## config.mk

```make
export PLATFORM = sky130hd
export DESIGN_NAME = fwc_box_cmp
export DESIGN_NICKNAME = d
export VERILOG_FILES = /design/src/hdl/fwc_pkg.sv /design/src/hdl/fwc_box_cmp.sv
export SDC_FILE = /design/constraint.sdc
export NUM_CORES = 1
export LEC_CHECK = 0
export ABC_AREA = 1
export BUFFER_PORTS_ARGS = -buffer_cell sky130_fd_sc_hd__buf_2
export CAP_MARGIN = 5
export CORE_UTILIZATION = 54
export DETAILED_ROUTE_END_ITERATION = 12
export PLACE_DENSITY = 0.9
export RECOVER_POWER = 50
export SYNTH_ARGS = -nofsm -noshare
export SYNTH_HDL_FRONTEND = slang
export SYNTH_SLANG_ARGS = --single-unit
```

## constraint.sdc

```tcl
create_clock -name vclk -period 1.7
set_input_delay 0.17 -clock vclk [all_inputs]
set_output_delay 0.17 -clock vclk [all_outputs]
set_load 0.005 [all_outputs]
```

## src/hdl/fwc_pkg.sv

```systemverilog
`timescale 1ns / 1ps
`default_nettype none

package fwc_pkg;

  localparam int unsigned COORD_W    = 16;
  localparam int unsigned HALF_W     = 15;
  localparam int unsigned EDGE_W     = COORD_W + 1;
  localparam int unsigned SLOT_W     = 6;
  localparam int unsigned COUNT_W    = 7;
  localparam int unsigned CFG_IDX_W  = 2;
  localparam int unsigned CFG_DATA_W = 15;

  localparam int unsigned AX_X = 0;
  localparam int unsigned AX_Y = 1;
  localparam int unsigned AX_Z = 2;

  localparam logic OP_WRITE = 1'b0;
  localparam logic OP_QUERY = 1'b1;

  typedef logic signed [EDGE_W-1:0] edge_t;

  typedef struct packed {
    logic         on_ground;
    edge_t [2:0]  lo;
    edge_t [2:0]  hi;
  } entry_t;

  typedef struct packed {
    edge_t [2:0]  lo;
    edge_t [2:0]  hi;
  } agent_t;

  typedef struct packed {
    logic blocked;
    logic support;
  } cmp_res_t;

  localparam int unsigned ENTRY_W = $bits(entry_t);

  typedef enum logic [1:0] {
    ST_IDLE,
    ST_WRITE,
    ST_SETUP,
    ST_WALK
  } fwc_state_e;

  typedef enum logic [CFG_IDX_W-1:0] {
    CFG_COUNT,
    CFG_RADIUS_X,
    CFG_RADIUS_Y,
    CFG_RADIUS_Z
  } cfg_index_e;

endpackage

`default_nettype wire

```

## src/hdl/fwc_box_cmp.sv

```systemverilog
`timescale 1ns / 1ps
`default_nettype none

module fwc_box_cmp
  import fwc_pkg::*;
(
  input  wire entry_t   ent_i,
  input  wire agent_t   agent_i,
  output cmp_res_t      res_o
);

  logic [2:0] box_in_agent;
  logic [2:0] agent_in_box;
  logic [2:0] contained;

  for (genvar k = 0; k < 3; k++) begin : g_axis
    edge_t blo, bhi, alo, ahi;
    assign blo = ent_i.lo[k];
    assign bhi = ent_i.hi[k];
    assign alo = agent_i.lo[k];
    assign ahi = agent_i.hi[k];
    assign box_in_agent[k] = ((blo >= alo) && (blo <= ahi)) || ((bhi >= alo) && (bhi <= ahi));
    assign agent_in_box[k] = ((alo >= blo) && (alo <= bhi)) || ((ahi >= blo) && (ahi <= bhi));
    assign contained[k]    = (alo >= blo) && (ahi <= bhi);
  end

  assign res_o.blocked = (&box_in_agent) || (&agent_in_box);
  assign res_o.support = (ent_i.lo[AX_Y] == ent_i.hi[AX_Y]) && ent_i.on_ground
                         && contained[AX_X] && contained[AX_Z];

endmodule

`default_nettype wire

```

==> summary.md, run 1 <==
| Metric | Value |
|---|---|
| Num rows | `37` |
| Dpl cell area | `just under 8000 um^2` |
| Error | `[ERROR GRT-0232] Routing congestion too high. Check the congestion heatmap in the GUI.` |
| Synth area leaders | `ha_1 (43%), nand2_1 (19%), inv_1 (12%), a21oi_1 (6.2%), nor2_1 (4.7%)` |
| Initial core utilization | `0.564` |
| Share of the synthesized area in the top cell type | `0.430` |
| Simple logic cell fraction of the synthesized area | `0.338` |
| Netlist Area Pre-Place | `approximately 6000 um^2` |
| Avg Inst Size Synth | `just under 6 um^2` |
| Mapped Nets | `1403` |
| Worst endpoint type | `top-level output` |
| Largest net degree at the start of global routing | `5` |
| Die W | `around 110 um` |
| Syn. warnings | `0` |
| Aggregate global routing overflow | `approximately 1100` |
| Failed at | `5_1_grt` |
| PortBufs | `roughly 210` |
| Area leader, netlist | `ha_1` |
| GPL Wtd Cong | `approximately 0.9` |
| Synth Area in Adders | `0.430` |
| IO Count | `between 200 and 250` |
| Cell variety after synth | `25` |
| Largest family of logic cells by synthesized area | `adder cells` |
| Post-DP HPWL | `~17000 um` |
| Compound-gate portion of the synthesized area | `0.103` |
| CTS Hold Buffers Added | `0` |
| Outcome | `aborted with a tool error` |
| Post-Synth XOR/XNOR Area | `0.00591` |
| Tot GR Track Use | `0.959` |
| Sequential share of the synthesized area | `0` |
| Cell count after synthesis | `between 900 and 1000` |
| Cells after DPL | `1424` |
| Die height | `about 110 um` |
| Worst EP post-GRT repair | `res_o[1]` |
| Post-synthesis mux area share | `0` |
[through the flow]
stage / setup slack (ns) / hold slack [ns]
after floorplan: 0.109 / 0.580
after global placement: -0.336 / 0.974
after detailed placement: -0.365 / 0.977
after CTS: -0.152 / 0.985
[repair_timing]
| action | in CTS |
|---|---|
| hold endpoints to repair | 0 |
| gates resized for setup | 340 |
| endpoints found under the setup margin | 2 |
| pin swaps | 187 |
| buffers inserted | 11 |
[synthesized netlist by cell type, types with 2 or more instances]
| cell | number |
|---|---|
| a21o_1 | 9 |
| a21oi_1 | 73 |
| a221oi_1 | 2 |
| ha_1 | 204 |
| inv_1 | 193 |
| inv_2 | 2 |
| nand2_1 | 308 |
| nand2_2 | 3 |
| nand3_1 | 46 |
| nand3b_1 | 2 |
| nand4_1 | 26 |
| nor2_1 | 74 |
| nor2_2 | 4 |
| nor3_1 | 7 |
| nor4_1 | 4 |
| o21ai_0 | 17 |
| o22ai_1 | 9 |
| xor2_1 | 4 |
[kinds of logic after synthesis]
| family | count (synthesis) |
|---|---|
| AOI/OAI and AO/OA | 112 |
| adders and majority gates | 204 |
| buffers and inverters | 195 |
| and+or+nand+nor | 479 |
| xor gates and xnor gates | 4 |
[per-layer routing]
metal  overflow  track usage
met5          0        0.119
met1         11        0.822
met3         10        0.591
met2        889         1.40
met4        224         1.15
==> inputs of run 2 (changes only) <==
--- a/config.mk
+++ b/config.mk
@@ -8,9 +8,9 @@
 export ABC_AREA = 1
 export BUFFER_PORTS_ARGS = -buffer_cell sky130_fd_sc_hd__buf_2
 export CAP_MARGIN = 5
-export CORE_UTILIZATION = 54
+export CORE_UTILIZATION = 40
 export DETAILED_ROUTE_END_ITERATION = 12
-export PLACE_DENSITY = 0.9
+export PLACE_DENSITY_LB_ADDON = 0.15
 export RECOVER_POWER = 50
 export SYNTH_ARGS = -nofsm -noshare
 export SYNTH_HDL_FRONTEND = slang
==> summary.md, run 2 <==
| Metric | Value |
|---|---|
| Slew headroom | `0.740` |
| Actual slew at the worst max-slew pin | `approximately 0.39 ns` |
| 1st-iter DRT viols | `around 260` |
| Synth area leaders | `ha_1 (43%), nand2_1 (19%), inv_1 (12%), a21oi_1 (6.2%), nor2_1 (4.7%) (unchanged)` |
| PwrDens | `about 280 nW/um^2` |
| Tcrit/Tclk final | `1.17` |
| Setup crit start kind | `input pin` |
| Worst slack at placement | `-0.364 ns (was -0.365 ns)` |
| Most frequent cells in the layout | `nand2_1 (244), buf_2 (198), inv_1 (127)` |
| Fin cells | `about 1500` |
| Cell variety after synth | `25 (unchanged)` |
| Syn. warnings | `0 (unchanged)` |
| Avg Inst Size Synth | `5.97 um^2 (unchanged)` |
| IO Count | `207 (unchanged)` |
| Die area | `15300 um^2` |
| Hold/Removal Path Class | `in2out` |
| RSZ-0062 raised after global routing | `yes` |
| Nets | `between 1500 and 2000` |
| Tot GR Track Use | `0.228` |
| Worst Hold Launch | `ent_i[51]` |
| Max IR drop VDD | `roughly 0.00017 V` |
| Die height | `124 um (was 107 um)` |
| CP required | `between 1.5 and 2 ns` |
| Share of the synthesized area in the top cell type | `0.430 (unchanged)` |
| F_max | `around 500 MHz` |
| Final Routed Wirelength | `roughly 20000 um` |
| First-pass GRT wire length | `approximately 28000 um` |
| Crit. End Element | `output pin` |
| Crit path buf inv count | `3` |
| CP top delay family | `simple AND/OR/NAND/NOR gates` |
| Final Hold Viols | `0` |
| Design Area, Final | `approximately 9600 um^2` |
| 1st-pass router iterations | `5` |
| Remaining DRCs | `0` |
| Min setup slack post-route | `-0.281 ns` |
| Fraction of layout cells with a size suffix above 1 | `0.466` |
| P&R area growth vs syn | `62.6%` |
| Post-route ant nets | `0` |
| Largest fanout on the critical path | `3` |
| Clock buffer cells | `0` |
| Count leader, synth | `nand2_1 (unchanged)` |
| CP most frequent cell | `nand2_1` |
| Max stage delay on crit path | `between 0.3 and 0.4 ns` |
| Hold Worst Slack | `approximately 1.1 ns` |
| Cell count after synthesis | `994 (unchanged)` |
| Slew Viols, Final | `0` |
| Vias per cell | `4.96` |
| Core Box Area | `~14000 um^2` |
| Final Power | `2.68 mW` |
| Num rows | `44 (was 37)` |
| Initial core utilization | `0.410 (was 0.564)` |
| Critical Path Slowest Stage Cell | `nor3_1` |
| GPL Wtd Cong | `0.872 (was 0.925)` |
| Post-DP HPWL | `16200 um (was 16600 um)` |
| WS Path Type | `in2out` |
| Filler Cell Count | `between 1000 and 1500` |
| Mapped Nets | `1403 (unchanged)` |
| Dpl cell area | `7880 um^2 (was 7790 um^2)` |
| Area leader, netlist | `ha_1 (unchanged)` |
| PortBufs | `207 (unchanged)` |
| Cell leakage power | `about 5.2 nW` |
| Die W | `124 um (was 107 um)` |
| Shortest period the worst path allows | `roughly 2.0 ns` |
| Initial antenna violation count | `0` |
| Sequential share of the synthesized area | `0 (unchanged)` |
| Worst path cell trace | `buf_2 > inv_4 > ha_4 > nand2_2 > nor3_1 > nand3_2 > nand3_1 > nand2_1 > nand3_2 > nand2_1 > nand2_1 > nand3_1 > nand2_1 > buf_2` |
| Sequential cell count | `0` |
| # setup viols final | `2` |
| CP Launch Point | `ent_i[25]` |
| WL/cell | `13.5 um` |
| Cells after DPL | `1476 (was 1424)` |
| Failing checks | `setup timing` |
| Number of global-route vias before repair | `around 6400` |
| Routed vias | `7366` |
| Outcome | `complete, but fails checks (was aborted with a tool error)` |
| Max Cap Viol | `0` |
| Critical Path AT | `1.81 ns` |
| Aggregate global routing overflow | `0` |
| Largest net degree at the start of global routing | `5` |
| Area occupied by multi-input gates | `6820 um^2` |
| # diodes | `0` |
| Top cell types by occurrence after synthesis | `nand2_1 (308), ha_1 (204), inv_1 (193) (unchanged)` |
| Commonest non-fill, non-tap cell in the layout | `nand2_1` |
| Register cell area after layout | `0 um^2` |
| Netlist Area Pre-Place | `5930 um^2 (unchanged)` |
run 2: cell counts after synthesis:
No cell type changed its count.
run 2: final cells by class:
type / count / share of cell area
multi-input cells: 799 / 0.708
well taps: 184 / 0.0239
repair buffers: 306 / 0.191
inverters: 195 / 0.0773
run 2: worst paths after layout:
| path | slack, ns | depth (start not counted) | end |
|---|---|---|---|
| setup / recovery | -0.28 | 14 | res_o[1] |
| hold / removal | 1.07 | 7 | res_o[0] |
run 2: power by group:
part	switching, mW	internal (mW)	leakage, nW
clock network	0	0	0
logic	1.43	1.25	5.21
registers	0	0	0
total	1.43	1.25	5.21
run 2: timing repair:
item	4_1_cts	5_1_grt
resized for setup	49	289
buffers inserted	1	7
cloned	0	0
hold endpoints to repair	0	0
pin swaps	22	138
setup endpoints to repair	2	2
hold buffers	0	0
run 2: cell families (layout without fill, tap and decap cells):
group,after synthesis,in the layout,share of synthesized area
xor+xnor,4,4,0.00591
fa+ha+maj,204,204,0.430
buf+inv,195,501,0.123
simple gates,479,479,0.338
compound gates,112,112,0.103
run 2: through the flow:
| step | utilization | setup TNS (ns) |
|---|---|---|
| after floorplan | - | 0 |
| after global placement | 0.544 | -0.580 |
| after detailed placement | 0.544 | -0.609 |
| after CTS | 0.561 | -0.520 |
| after global routing | 0.666 | -0.741 |
| final | 0.666 | -0.477 |
run 2: routing by layer:
metal  routed length (um)  global-route usage  part of all wire  vias up
met5                    0                   0                 0        -
met4                  300              0.0248             0.015        0
met3                  847             0.00778             0.042       30
met2                 9910               0.410              0.49      205
met1                 9030               0.309              0.45     3250
li1                     -                   -                 -     3881
No activity file was read; power rests on OpenSTA's default activity.
