--- src/hdl/fwc_ram.sv ---
`timescale 1ns / 1ps
`default_nettype none

module fwc_ram #(
  parameter int unsigned WIDTH  = 8,
  parameter int unsigned DEPTH  = 64,
  parameter int unsigned ADDR_W = (DEPTH > 1) ? $clog2(DEPTH) : 1
) (
  input  wire logic              clk_i,
  input  wire logic              we_i,
  input  wire logic [ADDR_W-1:0] waddr_i,
  input  wire logic [WIDTH-1:0]  wdata_i,
  input  wire logic              re_i,
  input  wire logic [ADDR_W-1:0] raddr_i,
  output logic      [WIDTH-1:0]  rdata_o
);

  logic [WIDTH-1:0] mem_q [DEPTH];

  always_ff @(posedge clk_i) begin
    if (we_i) begin
      mem_q[waddr_i] <= wdata_i;
    end
    if (re_i) begin
      rdata_o <= mem_q[raddr_i];
    end
  end

endmodule

`default_nettype wire

--- config.mk ---
export PLATFORM = sky130hd
export DESIGN_NAME = fwc_ram
export DESIGN_NICKNAME = d
export VERILOG_FILES = /design/src/hdl/fwc_ram.sv
export SDC_FILE = /design/constraint.sdc
export NUM_CORES = 1
export LEC_CHECK = 0
export ABC_AREA = 1
export BUFFER_PORTS_ARGS = -buffer_cell sky130_fd_sc_hd__clkbuf_2
export CORE_MARGIN = 2
export CORE_UTILIZATION = 57
export DETAILED_ROUTE_END_ITERATION = 10
export GPL_TIMING_DRIVEN = 0
export PLACE_DENSITY = 0.83
export SYNTH_ARGS = -nofsm -noshare
export SYNTH_HDL_FRONTEND = slang
export SYNTH_SLANG_ARGS = --single-unit
--- constraint.sdc ---
create_clock -name clk_i -period 2 [get_ports clk_i]
set_input_delay 0.2 -clock clk_i [delete_from_list [all_inputs] [get_ports clk_i]]
set_output_delay 0.2 -clock clk_i [all_outputs]
set_load 0.02 [all_outputs]
# [After elaboration in Yosys (flattened, before gate mapping)]
# Memory sizes are Yosys's and may differ from the RTL's. A register that Yosys moved wholly into a read port is not among the register bits.
# Index checks and enable logic that the tools add are counted.
[totals] ff_bits=0 out_inout_bits=8 n_memories=1 word_cells=3 mem_bits_rw=512
[classes] mux=2
[mem_list] name="mem_q" words=64 width=8 rd=1 rd_ports_with_merged_regs=1 write_ports=1 line_no="18" text="logic [WIDTH-1:0] mem_q [DEPTH];"
[ops] operator="$mux 1" n=2

# [Depth between registers and ports, before layout]
# Gate-level depths: netlist (run 1).
[depth] depth_word=2 ltp_mapped=12 depth_no_buf=9

# [Least setup slack after synthesis (run 1)]
# Ideal clock, no wire load.
[synth_timing] path_kind="input-to-reg" startpoint="input port we_i" endpoint="memory mem_q[48][0], enable pin" t_required_ns=1.605 slack_ns=0.034 path_buffers=1 arrival_time_ns=1.571 stages=3 path_cell_list="clkbuf_1 nand4_1 nor4_1"
[synth_via] elab_chain_cells=2
[synth_lines] item="start: declaration" line_no="10" text="input wire logic we_i,"
[synth_lines] item="$mux 1" line_no="21" text="if (we_i) begin"
[synth_lines] item="$mux 1 (not written as such)" line_no="22" text="mem_q[waddr_i] <= wdata_i;"
[synth_lines] item="end: declaration" line_no="18"
# Every way passes these cells.

# [Final worst setup path (run 1)]
[layout_timing] startpoint="input port waddr_i[1]" endpoint="memory mem_q[41][5], enable pin"
[layout_rtl] item="start: declaration" line_no="11" text="input wire logic [ADDR_W-1:0] waddr_i,"
# No word-level cell before the write port.

==> metrics.log, run 1 <==
[metrics] result of the run: finished, violations left
[metrics] violations in the final reports: setup timing
[metrics] wire length of the first global-routing pass: roughly 88000 um
[metrics] Worst EP required: 2.19 ns
[metrics] Final Hold Viols: 0
[metrics] Max stage delay on crit path: approximately 0.93 ns
[metrics] worst hold path type: primary input to register
[metrics] worst-case clock buffer depth: 3
[metrics] per-instance average area after synthesis: 11.87 um2
[metrics] clk slew on worst S/H paths: approximately 0.060 ns
[metrics] Inst Count DP: 2309
[metrics] internal power component: 17330 uW
[metrics] Max H-tree Level: 2
[metrics] switching power summed over all nets: slightly above 5000 uW
[metrics] latest clock arrival within the worst-skew pair: 0.58 ns
[metrics] HPWL after detailed placement: 38870 um
[metrics] CTS tree: built
[metrics] end of the worst register-to-register path: rdata_o[5]$_DFFE_PP_
[metrics] number of warning messages in the yosys log: 0
[metrics] depth of the most critical reg-to-reg path: 8
[metrics] nets@finish: 1917
[metrics] worst-case setup margin in the final layout: -0.2023 ns
[metrics] clock share of power: 38.9%
[metrics] Worst setup EP type: register
[metrics] worst slew pin tran: about 1.4 ns
[metrics] Placement Setup Slack: -0.7574 ns
[metrics] DRC violations left: 0
[metrics] Sw Ratio: a little under a quarter
[metrics] Hold Path Sink: mem_q[39][4]$_DFFE_PP_
[metrics] die outline width: ~200 um
[metrics] count of mapped cells out of synthesis: around 1800
[metrics] Sequential Power Share: 53.8%
[metrics] RSZ-0062 raised after global routing: true
[metrics] antenna violations before repair: 1
[metrics] setup violation total in the final timing report: 144
[metrics] routed wire length per instance: roughly 25 um
[metrics] post-route worst hold slack: 0.07681 ns
[metrics] number of primary I/O pins: 31
[metrics] VDD IR max: 0.8913 mV
[metrics] final core utilization: approximately 64%
[metrics] most frequent standard cell in the layout excluding fill and tap cells: sky130_fd_sc_hd__nand2_1
[metrics] cell with the biggest individual delay on the critical path: sky130_fd_sc_hd__nor2_1
[metrics] std cell rows: 71
[metrics] Die Y-Extent: around 200 um
[metrics] net count after synthesis: 1828
[metrics] part of the power in combinational logic: 7.4%
[metrics] reg2reg start: mem_q[53][5]$_DFFE_PP_
[metrics] via/cell ratio: 6.336
[metrics] worst-path cell chain: clkbuf_1 > inv_1 > nand4_1 > nor2_1
[metrics] number of buffers added to fix hold violations after cts: 0
[metrics] post-layout instance count excluding filler cells: 2408
[metrics] area grow syn2layout: 11.85%
[metrics] Buffers on Ports: 22
[metrics] library cell used as clock root buffer: sky130_fd_sc_hd__clkbuf_16
[metrics] cell area after placement: 22240 um2
[metrics] critical path peak fanout: 9
[metrics] total length of routed wires: roughly 60000 um
[metrics] number of cells on the worst hold path: 1
[metrics] Period minus WS final: roughly 2.2 ns
[metrics] largest net degree at the start of global routing: 65
[metrics] share of final-layout standard cells stronger than drive strength 1: 12.26%
[metrics] maxcap violations: 0
[metrics] number of buffers created by CTS: 49
[metrics] Hold Startpoint: wdata_i[4]
[metrics] sequential area share after synthesis: about 73%
[metrics] worst relative slew slack: 3.590%
[metrics] sink count of the clock tree: 520
[metrics] last weighted congestion value of the routability-driven placer: 1.008
[metrics] highest clock frequency the design can meet: 0.4541 GHz
[metrics] Layout Cell Area excl Fill: ~24000 um2
[metrics] startpoint type of the worst setup path: primary input
[metrics] first-pass iteration count of the detailed router: 7
[metrics] arrival time of the worst setup path: between 2 and 2.5 ns
[metrics] placeable core region: roughly 37000 um2
[metrics] Netlist cell types: 15
[metrics] initial detailed-routing violation count: between 2000 and 3000
[metrics] overall fraction of global-route tracks in use: 31.09%
[metrics] total overflow reported by the global router: 0
[metrics] max-slew violation total from the final report: 0
[metrics] PD cells: ~940 nW/um2
[metrics] post-synthesis cell area: 21420 um2
[metrics] kind of critical path: primary input to register
[metrics] Fill cells: 2625
[metrics] post-synthesis register bit count: 520
[metrics] most frequent cells in the layout: sky130_fd_sc_hd__nand2_1, sky130_fd_sc_hd__edfxtp_1, sky130_fd_sc_hd__nand3_1, sky130_fd_sc_hd__clkbuf_16, sky130_fd_sc_hd__buf_2
[metrics] antenna-violating nets left: 0
[metrics] die area: 39140 um2
[metrics] setup clock skew after layout: 0.03043 ns
[metrics] starting density of the core: 57.41%
[metrics] ratio of final minimum period to clock period: 110.1%
[metrics] minimum setup slack among reg-to-reg paths: slightly below 0.3 ns
[metrics] Leakage Power: 0.008662 uW
[metrics] vias post-DR: 15258
[metrics] vias in the first global route: approximately 14000
==> metrics by stage <==
step,total power [uW],setup TNS (ns)
final,22530,-9.779
after global routing,22970,-11.92
after CTS,22400,-0.3906
after detailed placement,13900,-220.28
after global placement,13840,-170.41
after floorplan,13200,0
==> state kept, by name (all words and copies together), names as in the netlist <==
register  cells
rdata_o       8
mem_q       512
==> area by class of cell <==
class                      count  area, um2  area share [%]
clock inverter                34      217.7          0.9088
multi-input combinational   1160       5099           21.28
clock buffer                  56       1274           5.317
timing repair buffer          38      297.8           1.243
tap                          474      593.1           2.476
inverter                      12      50.05          0.2089
antenna                        1      2.502         0.01045
sequential                   520      15620           65.18
buffer                       113      808.3           3.374
==> worst max-delay path by stage <==
stage	from	to	slack, ns	cells after the start
after floorplan	we_i	mem_q[48][0]$_DFFE_PP_	0.03	3
after global placement	waddr_i[3]	mem_q[55][2]$_DFFE_PP_	-0.84	4
after detailed placement	waddr_i[0]	mem_q[8][0]$_DFFE_PP_	-0.76	4
after CTS	waddr_i[0]	mem_q[40][5]$_DFFE_PP_	-0.03	4
after global routing	waddr_i[2]	mem_q[17][6]$_DFFE_PP_	-0.16	4
final	waddr_i[1]	mem_q[41][5]$_DFFE_PP_	-0.20	4
==> layer usage <==
| metal | routed length [um] | global-route usage (%) | share of wire, % |
|---|---|---|---|
| met1 | 20900 | 42.13 | 35 |
| met2 | 27470 | 47.78 | 46 |
| met4 | 2988 | 14.56 | 5.0 |
| met3 | 8905 | 7.801 | 15 |
| met5 | 13 | 0 | 0.022 |
==> cells in the mapped netlist <==
| cell | number | area, um2 |
|---|---|---|
| sky130_fd_sc_hd__nand4_1 | 9 | 56.30 |
| sky130_fd_sc_hd__inv_2 | 1 | 3.750 |
| sky130_fd_sc_hd__inv_1 | 10 | 37.54 |
| sky130_fd_sc_hd__inv_6 | 1 | 8.760 |
| sky130_fd_sc_hd__nor4_1 | 8 | 50.05 |
| sky130_fd_sc_hd__buf_2 | 37 | 185.2 |
| sky130_fd_sc_hd__buf_8 | 2 | 30.03 |
| sky130_fd_sc_hd__edfxtp_1 | 520 | 15610 |
| sky130_fd_sc_hd__nor2_1 | 56 | 210.2 |
| sky130_fd_sc_hd__buf_4 | 14 | 105.1 |
| sky130_fd_sc_hd__nand2_1 | 648 | 2432 |
| sky130_fd_sc_hd__buf_6 | 35 | 394.1 |
| sky130_fd_sc_hd__buf_1 | 10 | 37.54 |
| sky130_fd_sc_hd__clkbuf_1 | 15 | 56.30 |
| sky130_fd_sc_hd__nand3_1 | 439 | 2197 |
==> what timing repair did <==
action / in CTS / in global routing
setup buffers: 0 / 3
gates resized for setup: 8 / 29
setup endpoints to repair: 56 / 261
==> worst max-delay path, delay by kind of cell <==
kind,cells,cell delay (ns)
buffers and inverters,2,0.54
AND/OR/NAND/NOR,2,1.64
==> power by group through the flow <==
| stage | clock network (uW) | logic [uW] | registers, uW |
|---|---|---|---|
| global route | 9120 | 1740 | 12100 |
| CTS | 8720 | 1560 | 12100 |
| finish | 8750 | 1660 | 12100 |
| global placement | 0 | 1490 | 12400 |
| floorplan | 0 | 848 | 12400 |
| detailed placement | 0 | 1540 | 12400 |
==> cells by family (layout without fill, tap and decap cells) <==
family | count (synthesis) | in the layout | synth area share (%)
simple gates | 1160 | 1160 | 23.09
flops | 520 | 520 | 72.90
other cells | 0 | 1 | 0
buf+inv | 125 | 253 | 4.007
No activity file was read; power rests on OpenSTA's default activity.
==> run 2: changes to the inputs <==
--- a/config.mk
+++ b/config.mk
@@ -7,11 +7,12 @@
 export LEC_CHECK = 0
 export ABC_AREA = 1
 export BUFFER_PORTS_ARGS = -buffer_cell sky130_fd_sc_hd__clkbuf_2
+export CAP_MARGIN = 20
 export CORE_MARGIN = 2
-export CORE_UTILIZATION = 57
+export CORE_UTILIZATION = 63
 export DETAILED_ROUTE_END_ITERATION = 10
 export GPL_TIMING_DRIVEN = 0
-export PLACE_DENSITY = 0.83
+export PLACE_DENSITY = 0.87
 export SYNTH_ARGS = -nofsm -noshare
 export SYNTH_HDL_FRONTEND = slang
 export SYNTH_SLANG_ARGS = --single-unit
==> constraint.sdc (replaced) <==
create_clock -name clk_i -period 2.4 [get_ports clk_i]
set_input_delay 0.24 -clock clk_i [delete_from_list [all_inputs] [get_ports clk_i]]
set_output_delay 0.24 -clock clk_i [all_outputs]
set_load 0.02 [all_outputs]
==> run 2 against run 1 <==
Net effect:
- the run now ends clean
- cell count is 1.2% lower
- worst setup slack better by 0.40 ns
- wire length up 0.27%
- global-route usage increased by 3.3 points
- non-clock buffer count down 3
- final area is 0.15% higher
- sequential share of layout area down 0.095 points
- sequential power decreased by 17%
- critical path depth is the same
- power decreased by 14%
- clock-buffer cell count down 2
==> metrics.log, run 2 (same netlist as run 1, synthesis figures left out) <==
[metrics] worst-case clock buffer depth: 3 (unchanged)
[metrics] internal power component: 15050 uW (-13%)
[metrics] family with the most delay on the worst path: simple AND/OR/NAND/NOR gates
[metrics] Max H-tree Level: 2 (unchanged)
[metrics] Hold Startpoint: re_i
[metrics] number of buffers added to fix hold violations after cts: 0 (unchanged)
[metrics] first-pass iteration count of the detailed router: 5 (-2)
[metrics] wire length of the first global-routing pass: 89370 um (+1.7%)
[metrics] Buffers on Ports: 22 (unchanged)
[metrics] number of primary I/O pins: 31 (unchanged)
[metrics] clk slew on worst S/H paths: 0.06 ns (about the same)
[metrics] cell with the biggest individual delay on the critical path: sky130_fd_sc_hd__nor2_1
[metrics] final total power: 19420 uW (-14%)
[metrics] routed wire length per instance: 25.41 um (+1.5%)
[metrics] result of the run: finished, final reports clean
[metrics] Sequential Power Share: 51.9% (-1.9 points)
[metrics] placeable core region: 33530 um2 (-10%)
[metrics] clock share of power: 40.9% (+2.0 points)
[metrics] worst-path cell chain: clkbuf_1 > inv_1 > nand4_1 > nor2_1
[metrics] depth of the most critical reg-to-reg path: 8 (unchanged)
[metrics] ratio of final minimum period to clock period: ~92%
[metrics] vias post-DR: 15317 (+0.39%)
[metrics] worst hold path type: primary input to register
[metrics] summed negative setup slack over all endpoints: 0 ns (+9.779 ns)
[metrics] critical path peak fanout: 9 (unchanged)
[metrics] sink count of the clock tree: 520 (unchanged)
[metrics] vias in the first global route: 14572 (+2.6%)
[metrics] total overflow reported by the global router: 0 (unchanged)
[metrics] switching power summed over all nets: 4369 uW (-16%)
[metrics] worst setup path start: waddr_i[0]
[metrics] ant diodes: 0 (-1)
[metrics] part of the power in combinational logic: 7.1% (-0.3 points)
[metrics] Die Y-Extent: 188.4 um (-4.8%)
[metrics] setup violation total in the final timing report: 0 (-100%)
[metrics] overall fraction of global-route tracks in use: 34.42% (+3.3 points)
[metrics] Final Hold Viols: 0 (unchanged)
[metrics] starting density of the core: 63.88% (+6.5 points)
[metrics] worst relative slew slack: 18.57% (+15 points)
[metrics] last weighted congestion value of the routability-driven placer: 0.9749 (-3.2%)
[metrics] Worst setup EP type: register
[metrics] Leakage Power: 0.008742 uW (+0.93%)
[metrics] RSZ-0062 raised after global routing: false
[metrics] Worst EP required: 2.58 ns (+0.39 ns)
[metrics] worst path bufs/invs: 2 (unchanged)
[metrics] largest register by flop count: mem_q
[metrics] std cell rows: 67 (-5.6%)
[metrics] arrival time of the worst setup path: 2.38 ns (about the same)
[metrics] number of buffers added for setup after CTS: 0 (unchanged)
[metrics] CTS tree: built
[metrics] reg2reg start: mem_q[26][5]$_DFFE_PP_
[metrics] kind of critical path: primary input to register
[metrics] initial detailed-routing violation count: 2807 (+7.1%)
[metrics] most frequent standard cell in the layout excluding fill and tap cells: sky130_fd_sc_hd__nand2_1
[metrics] Period minus WS final: 2.200 ns
[metrics] most frequent cells in the layout: sky130_fd_sc_hd__nand2_1, sky130_fd_sc_hd__edfxtp_1, sky130_fd_sc_hd__nand3_1, sky130_fd_sc_hd__nor2_1, sky130_fd_sc_hd__clkbuf_16
[metrics] startpoint type of the worst setup path: primary input
[metrics] final core utilization: 71.55% (+7.3 points)
[metrics] end of the worst register-to-register path: rdata_o[5]$_DFFE_PP_
[metrics] die area: 35490 um2 (-9.3%)
[metrics] library cell used as clock root buffer: sky130_fd_sc_hd__clkbuf_16
[metrics] total number of cells along the worst setup path: 4 (unchanged)
[metrics] Gates resized, CTS repair: 0 (-8)
[metrics] highest clock frequency the design can meet: between 0.4 and 0.5 GHz
[metrics] antenna violations before repair: 0 (-1)
[metrics] PD cells: 809.5 nW/um2 (-14%)
[metrics] HPWL after detailed placement: 40390 um (+3.9%)
[metrics] Max stage delay on crit path: 1.10 ns (+0.17 ns)
[metrics] biggest registers after layout: mem_q x512, rdata_o x8
[metrics] Inst Count DP: 2288 (-0.91%)
[metrics] worst slew pin tran: 1.217 ns (-0.2292 ns)
[metrics] maxcap violations: 0 (unchanged)
[metrics] share of final-layout standard cells stronger than drive strength 1: 10.67% (-1.6 points)
[metrics] latest clock arrival within the worst-skew pair: 0.57 ns (about the same)
[metrics] nets@finish: 1915 (-0.10%)
[metrics] largest net degree at the start of global routing: 47 (-28%)
[metrics] Sw Ratio: 22.50% (-0.57 points)
[metrics] via/cell ratio: 6.441 (+1.7%)
[metrics] post-layout instance count excluding filler cells: 2378 (-1.2%)
[metrics] area grow syn2layout: 12.01%
[metrics] max-slew violation total from the final report: 0 (unchanged)
[metrics] max FFs per register: 512 (unchanged)
[metrics] end of the critical path: mem_q[8][0]$_DFFE_PP_
[metrics] minimum setup slack among reg-to-reg paths: 0.82 ns (+0.53 ns)
[metrics] number of cells on the worst hold path: 1 (unchanged)
[metrics] DRC violations left: 0 (unchanged)
[metrics] die outline width: 188.4 um (-4.8%)
[metrics] VDD IR max: 0.6043 mV (-32%)
[metrics] number of buffers created by CTS: 50 (+2.0%)
[metrics] total length of routed wires: 60430 um (+0.27%)
[metrics] setup clock skew after layout: 0.02046 ns (-0.009971 ns)
[metrics] antenna-violating nets left: 0 (unchanged)
-- run 2: how the worst min path moves through the flow --
stage,end
floorplan,mem_q[0][0]$_DFFE_PP_
global placement,rdata_o[3]$_DFFE_PP_
detailed placement,rdata_o[0]$_DFFE_PP_
CTS,rdata_o[6]$_DFFE_PP_
global route,rdata_o[6]$_DFFE_PP_
finish,rdata_o[6]$_DFFE_PP_
-- run 2: cell type report --
cell class	count	area, um2
clock inverters	36	351.6
clock buffers	54	1287
plain buffers	113	808.3
inverters	12	50.05
repair buffers	35	322.8
flip-flops and latches	520	15620
multi-input cells	1160	4996
well taps	448	560.5
fillers	2164	9540
-- run 2: stage by stage --
| stage | hold slack [ns] | cell area (um2) | setup slack [ns] |
|---|---|---|---|
| floorplan | 0.3389 | 21420 | 0.3939 |
| global placement | 0.5825 | 22090 | -0.7066 |
| detailed placement | 0.6015 | 22350 | -0.2478 |
| CTS | 0.01864 | 23990 | 0.3684 |
| global route | 0.05150 | 23990 | 0.2101 |
| finish | 0.01620 | 23990 | 0.1999 |
-- run 2: power by group through the flow --
stage	clock (uW)	sequential, uW	combinational (uW)
5_1_grt	8230	10100	1460
3_5_place_dp	0	10300	1320
4_1_cts	7900	10100	1330
6_report	7950	10100	1380
3_3_place_gp	0	10300	1240
2_1_floorplan	0	10300	707
-- run 2: metal layers --
layer,vias up,global-route usage (%),share of wire (%)
met1,7297,48.09,35
met2,1273,54.23,46
met5,-,0,0
met4,0,13.88,4.4
met3,214,6.649,14
li1,6533,-,-
